## src/hw/rtl/pifmt_pkg.sv

```systemverilog
// Shared types, codes and helpers for the printf integer formatter.
package pifmt_pkg;

  // Fixed field widths
  localparam int VALUE_W = 64;
  localparam int WIDTH_W = 6;
  localparam int CHAR_W  = 8;

  // Default sizing, overridable on the top level
  localparam int DIGIT_BUFFER_DEF = 24;
  localparam int MAX_WIDTH_DEF    = 63;

  // Decimal digit loop: dividend bits retired per cycle and divide steps per digit
  localparam int DIV_BITS  = 16;
  localparam int DIV_STEPS = VALUE_W / DIV_BITS;
  localparam int STEP_W    = $clog2(DIV_STEPS);

  // Divide by ten of a (DIV_BITS + 4)-bit step value: (t * DIV_RECIP) >> DIV_SHIFT,
  // exact for t below 2^22
  localparam logic [DIV_BITS+3:0] DIV_RECIP = 20'hCCCCD;
  localparam int                  DIV_SHIFT = 23;

  // Conversion codes
  localparam logic [1:0] FUNC_SDEC = 2'd0;
  localparam logic [1:0] FUNC_UDEC = 2'd1;
  localparam logic [1:0] FUNC_HEXL = 2'd2;
  localparam logic [1:0] FUNC_HEXU = 2'd3;

  // pad_mode bit positions
  localparam int PAD_LEFT_BIT = 0;
  localparam int PAD_ZERO_BIT = 1;

  // ASCII codes
  localparam logic [CHAR_W-1:0] CH_ZERO   = 8'h30;
  localparam logic [CHAR_W-1:0] CH_MINUS  = 8'h2D;
  localparam logic [CHAR_W-1:0] CH_SPACE  = 8'h20;
  localparam logic [CHAR_W-1:0] CH_LOWER_A = 8'h61;
  localparam logic [CHAR_W-1:0] CH_UPPER_A = 8'h41;

  // Input beat
  typedef struct packed {
    logic [1:0]               func;
    logic                     long_mode;
    logic signed [VALUE_W-1:0] value;
    logic [WIDTH_W-1:0]       field_width;
    logic [1:0]               pad_mode;
  } in_t;

  // Result beat
  typedef struct packed {
    logic [CHAR_W-1:0] out_char;
    logic              last;
  } out_t;

  // Controller -> datapath commands
  typedef struct packed {
    logic load;
    logic put_zero;
    logic hex_step;
    logic div_step;
    logic sign;
    logic prep;
    logic fill_emit;
    logic text_emit;
    logic last;
  } cmd_t;

  // Datapath -> controller status
  typedef struct packed {
    logic mag_zero;
    logic len_zero;
    logic buf_full;
    logic is_hex;
    logic left;
    logic fill_zero;
    logic fill_one;
    logic tptr_one;
    logic div_last;
  } sts_t;

  // One digit 0..15 to ASCII
  function automatic logic [CHAR_W-1:0] digit_char(input logic [3:0] d, input logic upper);
    logic [CHAR_W-1:0] c;
    if (d < 4'd10) begin
      c = CH_ZERO + {4'd0, d};
    end else if (upper) begin
      c = CH_UPPER_A + {4'd0, d - 4'd10};
    end else begin
      c = CH_LOWER_A + {4'd0, d - 4'd10};
    end
    return c;
  endfunction

endpackage

```

## src/hw/rtl/pifmt_ctrl.sv

```systemverilog
// Sequencer of the formatter: digit loop, sign handling and character emission.
module pifmt_ctrl (
  input  logic            clk,
  input  logic            rst_n,
  input  logic            start,
  output logic            busy,
  input  pifmt_pkg::sts_t sts,
  output pifmt_pkg::cmd_t cmd
);

  typedef enum logic [7:0] {
    S_IDLE  = 8'b0000_0001,
    S_CHECK = 8'b0000_0010,
    S_DIV   = 8'b0000_0100,
    S_SIGN  = 8'b0000_1000,
    S_PREP  = 8'b0001_0000,
    S_FILLL = 8'b0010_0000,
    S_TEXT  = 8'b0100_0000,
    S_FILLR = 8'b1000_0000
  } state_t;

  state_t state_r, state_nxt;

  // Next state and commands
  always_comb begin
    state_nxt = state_r;
    cmd       = '0;
    case (state_r)
      S_IDLE: begin
        if (start) begin
          cmd.load  = 1'b1;
          state_nxt = S_CHECK;
        end
      end
      S_CHECK: begin
        if (sts.mag_zero || sts.buf_full) begin
          cmd.put_zero = sts.mag_zero && sts.len_zero;
          state_nxt    = S_SIGN;
        end else if (sts.is_hex) begin
          cmd.hex_step = 1'b1;
        end else begin
          state_nxt = S_DIV;
        end
      end
      S_DIV: begin
        cmd.div_step = 1'b1;
        if (sts.div_last) state_nxt = S_CHECK;
      end
      S_SIGN: begin
        cmd.sign  = 1'b1;
        state_nxt = S_PREP;
      end
      S_PREP: begin
        cmd.prep  = 1'b1;
        state_nxt = sts.left ? S_TEXT : S_FILLL;
      end
      S_FILLL: begin
        cmd.fill_emit = !sts.fill_zero;
        if (sts.fill_zero || sts.fill_one) state_nxt = S_TEXT;
      end
      S_TEXT: begin
        cmd.text_emit = 1'b1;
        if (sts.tptr_one) begin
          // leading fill is spent by now, so only trailing fill remains
          cmd.last  = sts.fill_zero;
          state_nxt = sts.fill_zero ? S_IDLE : S_FILLR;
        end
      end
      S_FILLR: begin
        cmd.fill_emit = 1'b1;
        cmd.last      = sts.fill_one;
        if (sts.fill_one) state_nxt = S_IDLE;
      end
      default: begin
        state_nxt = S_IDLE;
      end
    endcase
  end

  // State register
  always_ff @(posedge clk) begin
    if (!rst_n) begin
      state_r <= S_IDLE;
    end else begin
      state_r <= state_nxt;
    end
  end

  assign busy = (state_r != S_IDLE);

endmodule

```

## config.mk

```make
export PLATFORM = sky130hd
export DESIGN_NAME = pifmt_ctrl
export DESIGN_NICKNAME = d
export VERILOG_FILES = /design/src/hw/rtl/pifmt_pkg.sv /design/src/hw/rtl/pifmt_ctrl.sv
export SDC_FILE = /design/constraint.sdc
export NUM_CORES = 1
export LEC_CHECK = 0
export BUFFER_PORTS_ARGS = -buffer_cell sky130_fd_sc_hd__clkbuf_2
export CORE_ASPECT_RATIO = 0.9
export CORE_MARGIN = 2
export CORE_UTILIZATION = 43
export DETAILED_ROUTE_END_ITERATION = 8
export PLACE_DENSITY = 0.82
export SLEW_MARGIN = 20
export SYNTH_ARGS = -nofsm -noshare
export SYNTH_HDL_FRONTEND = slang
export SYNTH_SLANG_ARGS = --single-unit
```

## constraint.sdc

```tcl
create_clock -name clk -period 1.7 [get_ports clk]
set_input_delay 0.085 -clock clk [delete_from_list [all_inputs] [get_ports clk]]
set_output_delay 0.085 -clock clk [all_outputs]
set_load 0.05 [all_outputs]
```

==> impl_metrics.ini, run 1 <==
[outcome]
status = complete, no violations

[global_route]
track_usage_pct = 22.4
antenna_found_initial = 0
grt_max_degree = 9
grt_pass1_wl_um = 2890
grt_pass1_vias = 674
overflow = 0

[clock_tree]
cts_buffer_depth = 2
path_clk_slew_ns = 0.05
cts_buffers = 3
insertion_delay_ns = 0.26
cts_sinks = 8
cts_tree = done
cts_root_buf = clkbuf_4
htree_levels = 1

[floorplan]
io-pin-count = 22
dieWidth_um = 44.8
start_util_pct = 45.1
die-area_um2 = 1830
die_h_um = 40.8
core_um2 = 1430
fp-row-count = 13

[worst_setup_path]
reg2reg_slack_ns = 0.05
crit_slowest_cell = dfxtp_2
r2r_end = state_r[6]$_SDFFE_PN0P_
end_kind = flop
crit_chain = nor4b_4 > nand3_2 > buf_4 > o22ai_4 > nor3_2 > a32o_1
worstSetupPathDepth = 6
path_buf_inv = 1
crit_type = flop to flop
arrival_ns = 1.79
reg2reg_depth = 6
critPathCapture = state_r[6]$_SDFFE_PN0P_
cp_slowest_stage_delay_ns = 0.36
startpoint = state_r[3]$_SDFFE_PN0P_
crit_family = simple AND/OR/NAND/NOR gates
worstSetupStartpointType = flop
worstPathRequired_ns = 1.84
r2r-start = state_r[3]$_SDFFE_PN0P_
critPathMaxFanout = 7

[layout]
reg_top3 = state_r x8
regMostFlops = state_r
layout_commonest_cell = clkbuf_2
drive_above_1_share_pct = 48.6
largest_reg_flops = 8
final_cell_mix = 14 x clkbuf_2, 8 x buf_4, 7 x nor2_1, 7 x clkbuf_4, 5 x dfxtp_2
diodes = 0
final_core_util_pct = 63.9
layout.nets = 123
syn2layout_area_growth_pct = 41.7

[detailed_routing]
firstDrtPassIters = 4
drt_iter0_drc = 13
drc = 0
ant_nets = 0
routed_wl_um = 1930
wl_per_cell_um = 15.6
drt-vias-per-instance = 6.05
dr_total_vias = 750

[place]
dpl.hpwl_um = 1400
port-buffer-count = 21
place_congestion = 0.892

[logic_synthesis]
ys_warn_count = 0
netlist_top_cells_area = dfxtp_1 25%, nor2_1 6.4%, nand4_1 3.9%, buf_6 3.5%, nor3_1 3.1%
yosys.area.top_type_share_pct = 24.8
ys_ff_latch = 8
syn_area_um2 = 646
syn_inst = 81
yosys.area.top_type = dfxtp_1
yosysSeqAreaShare_pct = 24.8
synth.distinct_cells = 38
syn_area_per_cell_um2 = 7.97
synthesis.nets = 93

[sta]
rsz0062_at_grt = yes
min_period_over_period_pct = 97.0
fmax_mhz = 607
final_max_slew_viol_count = 0
skew_ns = 0.00623
worst_pin_slew_ns = 0.330
slew_headroom_pct = 77.8
hold_ws_ns = 0.107
hold_viol = 0
finalSetupViolCount = 0
min_period_ns = 1.65

[pwr]
peakVddDrop_uv = 905
leakagePower_uw = 0.000379
power_density_nw_per_um2 = 1090

[min_path]
hold_path.class = input pin to flop

[flow_run]
drv_cap = 0
## where the power goes
group / internal, uW / total (uW) / switching [uW]
clock network: 80.8 / 147 / 65.8
logic: 226 / 570 / 344
registers: 223 / 281 / 58.6
## per-layer routing
metal  GRT usage (%)  wire length, um  share of wire [%]
met1            26.1              846                 44
met2            36.6              893                 46
met3            7.05              135                7.0
met4            14.0               54                2.8
met5               0                0                  0
## how the worst min path moves through the flow
stage	cells past startpoint	start	endpoint
global route	2	rst_n	state_r[2]$_SDFFE_PN0P_
floorplan	1	rst_n	state_r[1]$_SDFFE_PN0P_
detailed placement	2	rst_n	state_r[1]$_SDFFE_PN0P_
CTS	2	rst_n	state_r[2]$_SDFFE_PN0P_
global placement	2	rst_n	state_r[1]$_SDFFE_PN0P_
finish	2	rst_n	state_r[1]$_SDFFE_PN0P_
## cell usage after synthesis (all sizes together)
library cell,number
o2111ai,1
o22a,1
nor3,4
nor4,3
xor2,2
nand2,3
o31ai,2
a32o,1
nand4,4
and4b,1
nand3,4
buf,3
dfxtp,8
o22ai,1
nand3b,2
and3,2
nor3b,1
or3b,1
inv,3
a21boi,2
or2b,2
or3,1
nor4b,2
or4b,2
nor2,13
o21a,2
o21ai,4
a2bb2oi,1
a21oi,2
nand2b,1
nor2b,2
## metrics by stage
step	cell area [um2]	setup TNS, ns	cells	total power (uW)	setup WS [ns]
global route	915	-0.0183	124	1050	-0.0112
global placement	800	0	120	739	0.0385
finish	915	0	124	998	0.0513
detailed placement	800	-0.0474	120	751	-0.0474
floorplan	661	-1.98	81	579	-0.273
CTS	866	0	123	938	0.0293
## cells by family after synthesis
kind of cell    Yosys count  synth area share (%)
compound gates           17                  19.2
buf+inv                   6                  6.40
simple gates             48                  46.9
flops                     8                  24.8
xor+xnor                  2                  2.71
## layout make-up
class / instances / area [um2]
Inverter: 3 / 11.3
Timing Repair Buffer: 28 / 185
Multi-Input combinational cell: 67 / 503
Clock buffer: 3 / 22.5
Sequential cell: 8 / 174
Tap cell: 15 / 18.8
Fill cell: 125 / 517
## repair_timing
item / 4_1_cts / 5_1_grt
resized for setup: 13 / 18
pin swaps: 0 / 8
buffers inserted: 0 / 1
endpoints found under the setup margin: 8 / 12
hold buffers: 0 / 0
Power figures use the tool's default switching activity.
==> run 2, diff against run 1 <==
CORE_ASPECT_RATIO = not set   (was 0.9)
CORE_MARGIN = not set   (was 2)
==> impl_metrics.ini, run 2 (synthesized netlist as in run 1, its figures left out) <==
[detailed_routing]
wl_per_cell_um = 14.5
ant_nets = 0
routed_wl_um = 1800
firstDrtPassIters = 4
dr_total_vias = 746
drc = 0
drt-vias-per-instance = 6.02
drt_iter0_drc = 20

[place]
dpl.hpwl_um = 1290
port-buffer-count = 21
place_congestion = 0.920

[floorplan]
core_um2 = 1350
io-pin-count = 22
die_h_um = 40.8
start_util_pct = 47.8
dieWidth_um = 40.8
fp-row-count = 13
die-area_um2 = 1660

[clock_tree]
cts_tree = done
cts_buffer_depth = 2
cts_hold_buf = 0
cts_sinks = 8
path_clk_slew_ns = 0.06
cts_root_buf = clkbuf_4
cts_buffers = 3
htree_levels = 1
insertion_delay_ns = 0.26

[pwr]
power_density_nw_per_um2 = 1070
leakagePower_uw = 0.000378
peakVddDrop_uv = 765
total_power_uw = 964

[sta]
finalSetupViolCount = 0
fmax_mhz = 600
slew_headroom_pct = 77.9
final_max_slew_viol_count = 0
rsz0062_at_grt = no
hold_ws_ns = 0.110
min_period_ns = 1.67
hold_viol = 0
min_period_over_period_pct = 98.1
worst_pin_slew_ns = 0.331
skew_ns = 0.00771

[global_route]
grt_max_degree = 9
grt_pass1_vias = 630
track_usage_pct = 24.9
antenna_found_initial = 0
grt_pass1_wl_um = 2660
overflow = 0

[worst_setup_path]
worstPathRequired_ns = 1.62
crit_type = flop to primary output
end_kind = primary output
critPathMaxFanout = 6
worstSetupStartpointType = flop
arrival_ns = 1.58
reg2reg_depth = 5

[layout]
diodes = 0
regMostFlops = state_r
layout.nets = 123
fillCellCount = 117
largest_reg_flops = 8
reg_top3 = state_r x8
drive_above_1_share_pct = 49.5
final_cell_mix = 14 x clkbuf_2, 9 x buf_4, 7 x dfxtp_2
syn2layout_area_growth_pct = 39.9
layout_commonest_cell = clkbuf_2

[flow_run]
drv_cap = 0

[min_path]
holdPathStages = 2
hold_path.class = input pin to flop

[outcome]
status = complete, no violations
run 2: path summary, 6_finish.rpt:
| path | startpoint | endpoint | slack, ns |
|---|---|---|---|
| worst max register to register | state_r[2]$_SDFFE_PN0P_ | state_r[7]$_SDFFE_PN0P_ | 0.07 |
| worst max-delay path | state_r[0]$_SDFFE_PN1P_ | cmd[6] | 0.03 |
| worst min-delay path | rst_n | state_r[2]$_SDFFE_PN0P_ | 0.11 |
| worst min register to register | state_r[7]$_SDFFE_PN0P_ | state_r[7]$_SDFFE_PN0P_ | 0.55 |
run 2: repair_timing:
item | in CTS | in global routing
gates resized for setup | 11 | 19
setup endpoints to repair | 6 | 16
pin swaps | 0 | 5
buffers inserted | 0 | 2
hold endpoints to repair | 0 | 0
run 2: area by class of cell:
class / count / area (um2) / area share (%)
repair buffers: 28 / 188 / 20.8
clock buffers: 3 / 22.5 / 2.49
flip-flops and latches: 8 / 173 / 19.1
multi-input cells: 67 / 490 / 54.3
inverters: 3 / 11.3 / 1.25
well taps: 15 / 18.8 / 2.08
run 2: metrics by stage:
stage / area, um2 / worst slack, ns / cells / TNS [ns] / utilization [%]
after floorplan: 661 / -0.273 / 81 / -1.98 / -
after global routing: 903 / 0.00234 / 124 / 0 / 66.9
after CTS: 860 / 0.00403 / 122 / 0 / 63.7
after global placement: 792 / 0.0303 / 119 / 0 / 58.7
final: 903 / 0.0327 / 124 / 0 / 66.9
after detailed placement: 792 / -0.0253 / 119 / -0.0253 / 58.7
run 2: power breakdown:
part	total [uW]	switching [uW]	internal (uW)
clock	152	70.5	81.2
sequential	273	55.8	217
combinational	539	322	217
total	964	448	516
run 2: critical path, cell delays in order, from the launching register on:
cell and delay (ns):
dfxtp_2 0.37, nor4b_4 0.33, nand3_2 0.13, buf_4 0.17
nor2_2 0.13, clkbuf_8 0.20
run 2: metal layers:
| metal | global-route usage [%] | vias to the layer above | part of all wire [%] |
|---|---|---|---|
| met5 | 0 | - | 0 |
| met4 | 15.8 | 0 | 2.6 |
| met3 | 4.89 | 7 | 5.7 |
| met2 | 39.3 | 32 | 48 |
| met1 | 30.6 | 344 | 44 |
| li1 | - | 363 | - |
